[src/sv/hbfd_pkg.sv]
package hbfd_pkg;

	localparam int DEF_MAX_WIDTH     = 256;
	localparam int DEF_MAX_CHAR_ROWS = 64;
	localparam int QUEUE_DEPTH       = 4;

	localparam logic [8:0] FRAME_WIDTH_RST = 9'd80;
	localparam logic [6:0] CHAR_ROWS_RST   = 7'd24;

	// register indexes
	localparam logic REG_FRAME_WIDTH = 1'b0;
	localparam logic REG_CHAR_ROWS   = 1'b1;

	// input operation codes
	localparam logic [1:0] OP_WRITE   = 2'd0;
	localparam logic [1:0] OP_CLEAR   = 2'd1;
	localparam logic [1:0] OP_PRESENT = 2'd2;

	// queued command codes
	localparam logic [1:0] CMD_WRITE   = 2'd0;
	localparam logic [1:0] CMD_CLEAR   = 2'd1;
	localparam logic [1:0] CMD_PRESENT = 2'd2;

	// token kinds
	localparam logic [1:0] TOK_CELL = 2'd0;
	localparam logic [1:0] TOK_MOVE = 2'd1;
	localparam logic [1:0] TOK_DONE = 2'd2;

	typedef struct packed {
		logic [7:0]  pixel_color;
		logic [12:0] pos_y;
		logic [12:0] pos_x;
		logic [1:0]  operation;
	} in_item_t;

	typedef struct packed {
		logic [6:0] cursor_row;
		logic [7:0] bottom_color;
		logic [7:0] top_color;
		logic [7:0] skip_count;
		logic [1:0] token_kind;
	} token_t;

	typedef struct packed {
		logic [1:0] kind;
		logic [7:0] color;
	} cmd_t;

	// effective frame size after clamping
	typedef struct packed {
		logic [8:0] width;
		logic [6:0] rows;
	} dims_t;

	function automatic int col_max(input int max_width);
		return (max_width < 256) ? max_width : 256;
	endfunction

	function automatic int row_max(input int max_rows);
		return (max_rows < 64) ? max_rows : 64;
	endfunction

	function automatic int col_bits(input int max_width);
		return (col_max(max_width) > 1) ? $clog2(col_max(max_width)) : 1;
	endfunction

	function automatic int row_bits(input int max_rows);
		return (row_max(max_rows) > 1) ? $clog2(row_max(max_rows)) : 1;
	endfunction

	function automatic int y_bits(input int max_rows);
		return $clog2(2 * row_max(max_rows));
	endfunction

endpackage

[src/sv/hbfd_queue.sv]
module hbfd_queue #(
	parameter int W = 8
) (
	input  logic         clk,
	input  logic         arst_n,
	input  logic         push,
	input  logic [W-1:0] push_data,
	output logic         full,
	input  logic         pop,
	output logic [W-1:0] head_data,
	output logic         empty
);
	import hbfd_pkg::*;

	localparam int PW = $clog2(QUEUE_DEPTH);

	logic [W-1:0]  slot_q [QUEUE_DEPTH];
	logic [PW-1:0] wr_ptr_q;
	logic [PW-1:0] rd_ptr_q;
	logic [PW:0]   count_q;

	assign full      = (count_q == (PW+1)'(QUEUE_DEPTH));
	assign empty     = (count_q == '0);
	assign head_data = slot_q[rd_ptr_q];

	always_ff @(posedge clk or negedge arst_n) begin
		if (!arst_n) begin
			wr_ptr_q <= '0;
			rd_ptr_q <= '0;
			count_q  <= '0;
		end else begin
			if (push) wr_ptr_q <= wr_ptr_q + 1'b1;
			if (pop) rd_ptr_q <= rd_ptr_q + 1'b1;
			if (push && !pop) count_q <= count_q + 1'b1;
			else if (pop && !push) count_q <= count_q - 1'b1;
		end
	end

	always_ff @(posedge clk) begin
		if (push) slot_q[wr_ptr_q] <= push_data;
	end

endmodule

[config.mk]
export PLATFORM = sky130hd
export DESIGN_NAME = hbfd_queue
export DESIGN_NICKNAME = d
export VERILOG_FILES = /design/src/sv/hbfd_pkg.sv /design/src/sv/hbfd_queue.sv
export SDC_FILE = /design/constraint.sdc
export NUM_CORES = 1
export LEC_CHECK = 0
export BUFFER_PORTS_ARGS = -buffer_cell sky130_fd_sc_hd__clkbuf_2
export CELL_PAD_IN_SITES_DETAIL_PLACEMENT = 1
export CELL_PAD_IN_SITES_GLOBAL_PLACEMENT = 2
export CORE_MARGIN = 5
export CORE_UTILIZATION = 45
export DETAILED_ROUTE_END_ITERATION = 8
export GPL_ROUTABILITY_DRIVEN = 0
export GPL_TIMING_DRIVEN = 1
export PLACE_DENSITY = 0.88
export SYNTH_ARGS = -nofsm -noshare
export SYNTH_HDL_FRONTEND = slang
export SYNTH_SLANG_ARGS = --single-unit
export TNS_END_PERCENT = 30
[constraint.sdc]
create_clock -name clk -period 3 [get_ports clk]
set_input_delay 0.6 -clock clk [delete_from_list [all_inputs] [get_ports clk]]
set_output_delay 0.6 -clock clk [all_outputs]
set_load 0.01 [all_outputs]
==> results.txt <==
The number of clock sinks is 39. The post-layout instance count excluding filler cells is 149. Synthesis produced 76 cells.

The clock slew at the register clock pins of the worst setup and hold paths came out at 0.12 ns. In the final layout, the share of cells above drive strength 1 is 35.9%. Among all stages on the critical path, the largest delay is contributed by dfrtp_1. The overall die area is 4710 um2. The number of gates resized after CTS came out at 0. The mean cell area of the mapped netlist came out at 20.4 um2. Setup violations remaining at the end of the flow were counted as 0. The portion of the clock cycle consumed by the worst path in the final layout came out at 79.9%. Setup repair after global routing left no endpoint under its margin. Buffers inserted during clock tree synthesis total 5. The effective utilization at floorplan is 46.4%. The flow ran to the end, and the final reports show no timing, DRC or antenna violations. The global-route congestion overflow total is 0. The net count of the mapped netlist came out at 94.

The clock period minus worst slack came out at 2.40 ns. The total leakage power came out at 0.000668 uW. The total global-route track usage came out at 13.3%. STA classifies the critical path endpoint as an output pin. The number of DRC violations after detailed routing is 0. The final routed wirelength across all metal layers is 2590 um. The first global-routing pass estimated 4200 um of wire. STA puts the critical path data required time at 2.40 ns. In this run the clock root is driven by a clkbuf_4. TritonCTS built the clock tree.

The worst-case IR drop observed on VDD is 0.000457 V. The critical path is of the flip-flop to output pin type. The number of instances in the placed design came out at 141.

The number of max-cap violations came out at 0. The commonest non-fill, non-tap cell in the layout is edfxtp_1. The clock tree buffer depth came out at 2. The total number of H-tree levels came out at 2. Traced cell by cell, the critical path runs through mux4_2 -> clkbuf_2. The floorplan step set the die width to 68.6 um. After the last flow step, the layout net total stands at 120. STA classifies the critical path startpoint as a flip-flop.

Summed over all nets, the half-perimeter wirelength after detailed placement is 1880 um. The relative slew slack is 61.0%. The final-report max-slew violation count came to 0. The final route contains 734 vias.

The transition at the pin with the smallest max-transition slack came out at 0.584 ns. The vertical die dimension came out at 68.6 um. The maximum number of pins on one net before global-route repair is 13.

The logic depth of the worst register-to-register path is 4. The cts-stage hold buffer count is 0. For the worst setup path, the data arrival time is 1.80 ns. The netlist uses 17 different library cells.

On the final layout, the worst hold slack is 0.0718 ns. The highest fanout seen on the critical path is 10. The number of global-route vias before repair came out at 810. The worst-case clock skew came out at 0.00709 ns.

The iteration-0 DRC count of the detailed router came out at 32. The path class of the tightest hold or removal check is primary input to asynchronous set/reset pin. The synthesized design contains 39 register bits. The average wire per standard cell is 17.4 um. Adding up every negative setup slack in the final design gives 0 ns. The signed area change from the synthesized netlist to the final layout came out at 14.4%.

For this run, the register share of the synthesized area comes to 73.4%. The count of pins on the block boundary came out at 22. In this run the cell area of the synthesized design comes to 1550 um2. The number of buffers added for setup after CTS is 0. The count of yosys warnings during synthesis is 0. The detail-routed via count per cell came out at 4.93. The library cells used most frequently in the layout, excluding fill and tap cells, are 32 x edfxtp_1, 21 x clkbuf_2, 8 x mux4_2, 7 x dfrtp_1. The first detailed-routing pass took 4 iterations. The clock latency of the later-clocked register in the worst-skew pair is 0.34 ns.

During placement, the flow inserted port buffers numbering 21. The total core area is 3340 um2. The largest stage delay on the critical path is 0.73 ns.

The peak clock frequency supported by timing came out at 0.417 GHz. Power spread over the standard cell area amounts to 916 nW/um2. The count of nets left with antenna violations after detail routing came out at 0. The initial antenna violation count is 0.

The number of antenna repair diodes is 0. The site row count is 21. The power after layout came out at 1620 uW. The number of hold violations in the final report came to 0.
## critical path: cells and delay by family (launching register included)
family	cells	cell delay, ns
flip-flops	1	0.73
multiplexers	1	0.58
buffers and inverters	1	0.14
## cell usage after synthesis, drive strengths merged
master,n,share of area [%]
nor3,1,0.32
xor2,4,2.3
mux2,1,0.73
xnor2,2,1.1
and2,4,1.6
nor2,1,0.24
o21ai,1,0.32
inv,4,0.97
buf,2,1.1
dfrtp,7,11
nor3b,1,0.49
nand2,2,0.49
fa,1,1.3
edfxtp,32,62
mux4,8,12
ha,5,4.0
## final timing paths
check                                   startpoint                       to  slack, ns
max                        rd_ptr_q[0]$_DFFE_PN0P_             head_data[3]       0.60
min                                         arst_n   count_q[2]$_DFFE_PN0P_       0.07
max reg2reg                 count_q[0]$_DFFE_PN0P_   count_q[2]$_DFFE_PN0P_       1.58
min reg2reg                 count_q[2]$_DFFE_PN0P_   count_q[2]$_DFFE_PN0P_       0.50
max in group asynchronous                   arst_n  wr_ptr_q[0]$_DFFE_PN0P_       2.76
min in group clk                      push_data[2]   slot_q[2][2]$_DFFE_PP_       0.47
## report_power, final
| group | internal, uW | switching [uW] | total, uW |
|---|---|---|---|
| sequential | 725 | 122 | 847 |
| clock | 171 | 168 | 339 |
| combinational | 236 | 199 | 436 |
| total | 1130 | 489 | 1620 |
## registers in the layout (all words and copies together) (netlist names)
signal and cells:
rd_ptr_q 2, wr_ptr_q 2, slot_q 32, count_q 3
## stage by stage
step | cell area, um2 | setup slack, ns | util (%)
floorplan | 1550 | 1.32 | -
global placement | 1690 | 0.969 | 50.8
detailed placement | 1690 | 0.949 | 50.8
CTS | 1770 | 0.548 | 53.1
global route | 1770 | 0.488 | 53.1
finish | 1770 | 0.604 | 53.1
## cell families (layout without fill, tap and decap cells)
kind of cell,after synthesis,after routing,synth area share (%)
buf+inv,6,33,2.02
mux,9,9,12.4
compound gates,1,1,0.323
flops,39,39,73.4
simple gates,9,9,3.15
xor+xnor,6,6,3.40
fa+ha+maj,6,6,5.34
## final cells by class
cell class	count	area (um2)
sequential	39	1140
multi-input combinational	31	380
timing repair buffer	21	105
fill	336	1570
tap	46	57.6
inverter	4	15.0
clock buffer	5	37.5
clock inverter	3	38.8
## layer usage
metal / vias up / share of wire (%) / global-route usage, %
met2: 19 / 51 / 20.7
met4: 0 / 2.0 / 6.70
met5: - / 0 / 0
met1: 373 / 41 / 16.1
met3: 5 / 5.6 / 4.86
li1: 337 / - / -
Note: power is estimated with default switching activity, not from simulation.
