==> config.mk <==
export PLATFORM = sky130hd
export DESIGN_NAME = hbfd_front
export DESIGN_NICKNAME = d
export VERILOG_FILES = /design/src/sv/hbfd_pkg.sv /design/src/sv/hbfd_front.sv
export SDC_FILE = /design/constraint.sdc
export NUM_CORES = 1
export LEC_CHECK = 0
export ABC_AREA = 1
export BUFFER_PORTS_ARGS = -buffer_cell sky130_fd_sc_hd__buf_2
export CAP_MARGIN = 0
export CORE_MARGIN = 3
export CORE_UTILIZATION = 38
export CTS_BUF_LIST = sky130_fd_sc_hd__clkbuf_8
export DETAILED_ROUTE_END_ITERATION = 8
export PLACE_DENSITY_LB_ADDON = 0.2
export SYNTH_ARGS = -nofsm -noshare
export SYNTH_HDL_FRONTEND = slang
export SYNTH_SLANG_ARGS = --single-unit
==> constraint.sdc <==
create_clock -name clk -period 2.4 [get_ports clk]
set_input_delay 0.48 -clock clk [delete_from_list [all_inputs] [get_ports clk]]
set_output_delay 0.48 -clock clk [all_outputs]
set_load 0.05 [all_outputs]
==> src/sv/hbfd_pkg.sv <==
package hbfd_pkg;

	localparam int DEF_MAX_WIDTH     = 256;
	localparam int DEF_MAX_CHAR_ROWS = 64;
	localparam int QUEUE_DEPTH       = 4;

	localparam logic [8:0] FRAME_WIDTH_RST = 9'd80;
	localparam logic [6:0] CHAR_ROWS_RST   = 7'd24;

	// register indexes
	localparam logic REG_FRAME_WIDTH = 1'b0;
	localparam logic REG_CHAR_ROWS   = 1'b1;

	// input operation codes
	localparam logic [1:0] OP_WRITE   = 2'd0;
	localparam logic [1:0] OP_CLEAR   = 2'd1;
	localparam logic [1:0] OP_PRESENT = 2'd2;

	// queued command codes
	localparam logic [1:0] CMD_WRITE   = 2'd0;
	localparam logic [1:0] CMD_CLEAR   = 2'd1;
	localparam logic [1:0] CMD_PRESENT = 2'd2;

	// token kinds
	localparam logic [1:0] TOK_CELL = 2'd0;
	localparam logic [1:0] TOK_MOVE = 2'd1;
	localparam logic [1:0] TOK_DONE = 2'd2;

	typedef struct packed {
		logic [7:0]  pixel_color;
		logic [12:0] pos_y;
		logic [12:0] pos_x;
		logic [1:0]  operation;
	} in_item_t;

	typedef struct packed {
		logic [6:0] cursor_row;
		logic [7:0] bottom_color;
		logic [7:0] top_color;
		logic [7:0] skip_count;
		logic [1:0] token_kind;
	} token_t;

	typedef struct packed {
		logic [1:0] kind;
		logic [7:0] color;
	} cmd_t;

	// effective frame size after clamping
	typedef struct packed {
		logic [8:0] width;
		logic [6:0] rows;
	} dims_t;

	function automatic int col_max(input int max_width);
		return (max_width < 256) ? max_width : 256;
	endfunction

	function automatic int row_max(input int max_rows);
		return (max_rows < 64) ? max_rows : 64;
	endfunction

	function automatic int col_bits(input int max_width);
		return (col_max(max_width) > 1) ? $clog2(col_max(max_width)) : 1;
	endfunction

	function automatic int row_bits(input int max_rows);
		return (row_max(max_rows) > 1) ? $clog2(row_max(max_rows)) : 1;
	endfunction

	function automatic int y_bits(input int max_rows);
		return $clog2(2 * row_max(max_rows));
	endfunction

endpackage

==> src/sv/hbfd_front.sv <==
module hbfd_front #(
	parameter int MAX_WIDTH     = 256,
	parameter int MAX_CHAR_ROWS = 64,
	parameter int AW            = 15
) (
	input  logic           clk,
	input  logic           arst_n,
	input  logic           s_tvalid,
	output logic           s_tready,
	input  logic [39:0]    s_tdata,
	input  logic [1:0]     s_tuser,
	input  logic           cfg_valid,
	output logic           cfg_ready,
	input  logic           cfg_index,
	input  logic [8:0]     cfg_data,
	input  logic           init_busy,
	input  logic           q_full,
	output logic           push,
	output hbfd_pkg::cmd_t push_cmd,
	output logic [AW-1:0]  push_addr,
	output hbfd_pkg::dims_t dims
);
	import hbfd_pkg::*;

	localparam int         XW      = col_bits(MAX_WIDTH);
	localparam int         YW      = y_bits(MAX_CHAR_ROWS);
	localparam logic [8:0] COL_LIM = 9'(col_max(MAX_WIDTH));
	localparam logic [6:0] ROW_LIM = 7'(row_max(MAX_CHAR_ROWS));

	logic [8:0] frame_width_q;
	logic [6:0] char_rows_q;
	logic [8:0] w_clamp;
	logic [6:0] r_clamp;
	in_item_t   item;
	logic       in_range;
	logic       take;

	assign cfg_ready = 1'b1;

	always_ff @(posedge clk or negedge arst_n) begin
		if (!arst_n) begin
			frame_width_q <= FRAME_WIDTH_RST;
			char_rows_q   <= CHAR_ROWS_RST;
		end else if (cfg_valid) begin
			if (cfg_index == REG_FRAME_WIDTH) frame_width_q <= cfg_data;
			else char_rows_q <= cfg_data[6:0];
		end
	end

	always_comb begin
		w_clamp = (frame_width_q > COL_LIM) ? COL_LIM : frame_width_q;
		r_clamp = (char_rows_q > ROW_LIM) ? ROW_LIM : char_rows_q;
		dims.width = (w_clamp == '0) ? 9'd1 : w_clamp;
		dims.rows  = (r_clamp == '0) ? 7'd1 : r_clamp;
	end

	assign item     = in_item_t'({s_tdata[33:0], s_tuser});
	assign s_tready = !init_busy && !q_full;
	assign take     = s_tvalid && s_tready;

	assign in_range = !item.pos_x[12] && (item.pos_x < 13'(dims.width)) &&
	                  !item.pos_y[12] && (item.pos_y < 13'({dims.rows, 1'b0}));

	// classify; drop out-of-frame writes and the unused code
	always_comb begin
		push           = 1'b0;
		push_cmd.kind  = CMD_WRITE;
		push_cmd.color = item.pixel_color;
		push_addr      = AW'({item.pos_y[YW-1:0], item.pos_x[XW-1:0]});
		case (item.operation)
			OP_WRITE: begin
				push = take && in_range;
			end
			OP_CLEAR: begin
				push          = take;
				push_cmd.kind = CMD_CLEAR;
			end
			OP_PRESENT: begin
				push          = take;
				push_cmd.kind = CMD_PRESENT;
			end
			default: push = 1'b0;
		endcase
	end

endmodule

==> results of run 1 <==
[per-layer routing]
metal	vias to the layer above	global-route usage	wire (um)
li1	762	-	-
met1	627	0.1816	1425
met2	46	0.2503	1584
met3	2	0.02956	276
met4	0	0.02978	10
met5	-	0	0
[cell type report]
class	count	area share
Multi-Input combinational cell	125	0.4027
Timing Repair Buffer	93	0.2614
Sequential cell	16	0.2061
Inverter	38	0.07252
Tap cell	46	0.02926
Clock buffer	4	0.02799
[cell usage after synthesis]
master / n
a211oi_1: 2
a21oi_1: 8
a21oi_2: 1
a31oi_1: 1
buf_4: 24
clkbuf_1: 3
conb_1: 1
dfrtp_1: 12
dfstp_2: 4
dlygate4sd1_1: 1
ha_1: 18
inv_1: 37
inv_2: 1
nand2_1: 44
nand2_2: 1
nand2_4: 1
nand3_1: 2
nand3_2: 2
nand3b_1: 1
nand4_1: 3
nor2_1: 19
nor2_2: 1
nor3_1: 1
nor4_1: 3
o211ai_1: 1
o21ai_0: 15
[report_power, final]
part | leakage [nW] | internal (mW) | switching (mW)
combinational | 0.932 | 0.180 | 0.357
clock | 0.0288 | 0.145 | 0.0846
sequential | 0.187 | 0.310 | 0.0277
[flip-flops by register name, indices dropped and copies added (netlist names)]
name / flops
char_rows_q: 7
frame_width_q: 9
[critical path, cell delays in order (launching register included)]
cell and delay (ns):
dfrtp_1 0.41, nor4_4 0.30, a21oi_2 0.11, nor2_4 0.10, inv_2 0.05, ha_4 0.21
a21oi_2 0.11, nor2_1 0.04, a211oi_1 0.15, nand2_1 0.09, nand2_1 0.07, nand3_2 0.08
a21oi_4 0.13, buf_6 0.17
[path summary, 6_finish.rpt]
path                            cells past startpoint              from  slack, ns               end
max in group asynchronous                           1            arst_n       1.97  frame_width_q[6]
worst max-delay path                               13  frame_width_q[0]      -0.34              push
worst min-delay path                                1            arst_n       0.13    char_rows_q[6]
worst min register to register                      2    char_rows_q[0]       0.49    char_rows_q[0]
min in group clk                                    3       cfg_data[3]       0.48    char_rows_q[3]
worst max register to register                      4  frame_width_q[0]       1.44  frame_width_q[0]
[cell families after synthesis]
family | after synthesis
adder cells (fa/ha/maj) | 18
other | 1
buffers and inverters | 66
AND/OR/NAND/NOR | 78
flip-flops | 16
AO/OA/AOI/OAI | 28
[through the flow]
step	hold WS (ns)	power (mW)	util	setup TNS (ns)	std cells
finish	0.1339	1.105	0.5586	-0.3450	322
global route	0.1537	1.186	0.5586	-0.4951	322
CTS	0.1432	1.103	0.5494	-0.4571	320
detailed placement	0.4054	0.8542	0.5206	-0.3554	315
global placement	0.4046	0.8489	0.5206	-0.3456	315
floorplan	0.1844	0.7445	-	-0.3762	207
[timing repair]
action | CTS | global route
setup buffers | 1 | 2
pin swaps | 8 | 7
endpoints found under the setup margin | 1 | 1
endpoints found under the hold margin | 0 | 0
resized for setup | 8 | 2
==> results.yml, run 1 <==
run_status:
  status: "finished with violations"
  violations: "negative setup slack"
synth:
  ys_seq_elements: 16
  synthSimpleGateAreaFrac: 0.2315
  synth.top_cells.by_area: "dfrtp_1 20%, ha_1 15%, buf_4 12%"
  synth_nets: 283
  synthAdderAreaFrac: 0.1532
  ys_types: 26
  synth_area_per_cell_um2: 7.102
  yosysWarnings: 0
  syn_inst: 207
  synth_top_area_cell: "dfrtp_1"
  synthXorXnorAreaFrac: 0
  synth_top_area_share: 0.2043
  synthesis.area_um2: 1470
  synthMuxAreaShare: 0
  synth_compound_area_frac: 0.1038
  seq_area_frac_synth: 0.2757
  synth_top_family_by_area: "buffers and inverters"
placement:
  dp_hpwl_mm: 2.830
  dpl-instance-area_um2: 1833
  pre_cts_slack_ns: -0.3554
  numPortBuffers: 76
  gp_congestion: 0.7592
grt:
  overflow: 0
  grt.total_usage: 0.1434
  antenna_found_initial: 0
  grt_pass1_wl_mm: 5.161
  grt_max_degree: 19
  grt_pass1_vias: 1241
sta:
  finalClockSkew_ns: 0
  drv_slew: 0
  rsz0062_at_grt: "true"
  fin_ws_ns: -0.3450
  max_freq_mhz: 364.3
  min_period_over_period: 1.144
  hold_viol: 0
  period_needed_ns: 2.745
  setup_viol: 1
critical_path:
  worstSetupPathType: "reg2out"
  path_max_fanout: 2
  crit_path_start_kind: "flip-flop"
  end_kind: "output pin"
  cp.required_ns: 1.92
  arrival_ns: 2.26
floorplanning:
  die_w_um: 68.20
  initial_core_util: 0.4176
  dieArea_um2: 4651
  fp.dieH_um: 68.20
  core_um2: 3521
  io_pins: 102
  rows: 21
layout:
  insertedDiodeCount: 0
  drive_gt1_frac: 0.4239
  nets: 353
  layout_commonest_cell: "buf_2"
  syn_to_final_growth_pct: 33.79
  seqCellArea_um2: 405.4
  nFillCells: 361
  design_area_um2: 1967
  final_cell_mix: "75 x buf_2, 44 x nand2_1, 36 x inv_1"
  multi_input_area_um2: 792.0
detailed_routing:
  post_drt_wl_per_cell_um: 10.24
  viasPerCell: 4.463
  via_count: 1437
  drt-total-wl_mm: 3.297
  drc: 0
  drt_iter0_markers: 54
  ant_nets: 0
  drt_pass1_iterations: 4
pwr:
  p_per_area_nw_per_um2: 561.7
  ir_worst_vdd_v: 0.0005222
  p_leak_nw: 1.148
clock_network:
  htree_levels: 1
  cts.sinks: 16
  cts_buffers: 3
  clk_pin_slew_worst_paths_ns: 0.06
  cts_root_buf: "clkbuf_8"
  clk_latency_ns: 0.24
  cts_tree: "yes"
  clock_path_buffers: 2
  postCtsHoldBufs: 0
min_path:
  hold_class: "in2async"
job:
  maxCapViolations: 0
Power figures use the tool's default switching activity.
==> run 2: changes to the inputs <==
- CORE_UTILIZATION: 38 -> 43
- CTS_CLUSTER_SIZE: not set -> 16
==> run 2 against run 1 <==
  * The run still ends with negative setup slack left
  * Setup slack lost 0.023 ns
  * Critical path depth is the same
  * Global-route usage grew 0.98 points
  * Register-to-register slack gained 0.06 ns
  * Critical path type unchanged
  * Sequential cell count is the same
  * Clock skew is the same
  * Clock power shrank 13%
  * Sequential share of layout area grew 0.68 points
  * Cell count shrank 2.5%
==> results.yml, run 2 (synthesized netlist as in run 1, its figures left out) <==
pwr:
  seqPwrFrac: 0.320
  p_leak_nw: 1.114
  p_sw_uw: 463.4
  ir_worst_vdd_v: 0.0002930
  p_total_mw: 1.052
  internal_power_uw: 588.6
  p_per_area_nw_per_um2: 552.4
  switching_share: 0.4405
  p_comb_frac: 0.491
  clock_power_share: 0.189
clock_network:
  clk_latency_ns: 0.25
  cts_setup_buffers: 0
  cts_buffers: 3
  cts.sinks: 16
  clock_path_buffers: 2
  clk_pin_slew_worst_paths_ns: 0.06
  cts_tree: "yes"
  htree_levels: 1
  cts_root_buf: "clkbuf_8"
detailed_routing:
  post_drt_wl_per_cell_um: 10.08
  drt-total-wl_mm: 3.165
  drt_iter0_markers: 42
  ant_nets: 0
  drc: 0
  drt_pass1_iterations: 4
  via_count: 1416
  viasPerCell: 4.510
critical_path:
  path_max_fanout: 2
  arrival_ns: 2.29
  ff2ff_path_depth: 3
  crit_path_start_kind: "flip-flop"
  worstSetupPathType: "reg2out"
  cp.required_ns: 1.92
  end_kind: "output pin"
layout:
  drive_gt1_frac: 0.4111
  largest_register_ffs: 9
  multi_input_area_um2: 783.3
  nets: 348
  nFillCells: 324
  top_register: "frame_width_q"
  seqCellArea_um2: 405.4
  layout_commonest_cell: "buf_2"
  final_cell_mix: "75 x buf_2, 44 x nand2_1, 36 x inv_1"
  top_regs: "frame_width_q: 9 flops, char_rows_q: 7 flops"
  syn_to_final_growth_pct: 29.53
  insertedDiodeCount: 0
floorplanning:
  fp.dieH_um: 64.47
  die_w_um: 64.47
  initial_core_util: 0.4663
  rows: 20
  core_um2: 3153
  dieArea_um2: 4156
  io_pins: 102
sta:
  max_freq_mhz: 361.3
  hold_viol: 0
  relSlewSlack: 0.6667
  drv_slew: 0
  finalClockSkew_ns: 0
  worstMarginPinSlew_ns: 0.4987
  rsz0062_at_grt: "true"
  fin_ws_ns: -0.3682
  min_period_over_period: 1.153
  period_needed_ns: 2.768
  setup_viol: 1
grt:
  overflow: 0
  grt_pass1_vias: 1278
  grt.total_usage: 0.1533
  grt_max_degree: 19
  antenna_found_initial: 0
  grt_pass1_wl_mm: 5.181
placement:
  numPortBuffers: 76
  pre_cts_slack_ns: -0.3118
  dp_hpwl_mm: 2.714
  gp_congestion: 0.7297
run_status:
  violations: "negative setup slack"
  status: "finished with violations"
job:
  maxCapViolations: 0
min_path:
  hold_class: "in2async"
## run 2: power groups by stage
| stage | Sequential (mW) | Clock (mW) | Combinational [mW] |
|---|---|---|---|
| after floorplan | 0.339 | 0 | 0.406 |
| after global placement | 0.333 | 0 | 0.506 |
| after detailed placement | 0.335 | 0 | 0.510 |
| after CTS | 0.333 | 0.208 | 0.521 |
| after global routing | 0.341 | 0.220 | 0.571 |
| final | 0.337 | 0.199 | 0.516 |
## run 2: critical path, stage by stage (launching register included)
cell      delay [ns]
dfrtp_1         0.40
nor4_4          0.30
a21oi_2         0.11
nor2_4          0.10
inv_2           0.05
ha_4            0.21
a21oi_2         0.11
nor2_1          0.05
a211oi_1        0.16
nand2_1         0.08
nand2_1         0.08
nand3_2         0.09
a21oi_4         0.13
buf_6           0.17
## run 2: through the flow
stage | cells | TNS, ns | util | cell area (um2) | hold slack [ns]
after CTS | 314 | -0.3980 | 0.6012 | 1896 | 0.1373
final | 314 | -0.3682 | 0.6040 | 1904 | 0.1323
after global routing | 314 | -0.5192 | 0.6040 | 1904 | 0.1534
after floorplan | 207 | -0.3762 | - | 1490 | 0.1844
after detailed placement | 311 | -0.3118 | 0.5758 | 1815 | 0.4077
after global placement | 311 | -0.3229 | 0.5758 | 1815 | 0.4047
## run 2: final timing paths
check                            startpoint               end  slack (ns)
setup / recovery           frame_width_q[5]              push       -0.37
hold / removal                       arst_n  frame_width_q[0]        0.13
setup reg to reg           frame_width_q[4]  frame_width_q[4]        1.50
hold reg to reg              char_rows_q[0]    char_rows_q[0]        0.48
max in group asynchronous            arst_n    char_rows_q[3]        1.96
min in group clk                cfg_data[3]    char_rows_q[3]        0.47
## run 2: what timing repair did
item,in CTS,in global routing
hold buffers,0,0
pin swaps,4,0
gates resized for setup,8,1
setup endpoints to repair,1,1
## run 2: per-layer routing
metal | vias to the layer above | GRT usage | wire (um)
li1 | 753 | - | -
met1 | 610 | 0.1972 | 1438
met2 | 51 | 0.2642 | 1449
met3 | 2 | 0.02080 | 251
met4 | 0 | 0.05013 | 26
met5 | - | 0 | 0
## run 2: area by class of cell
class | instances | share of cell area
multi-input combinational | 125 | 0.4113
timing repair buffer | 88 | 0.2503
sequential | 16 | 0.2129
inverter | 38 | 0.07490
tap | 44 | 0.02891
clock buffer | 3 | 0.02168
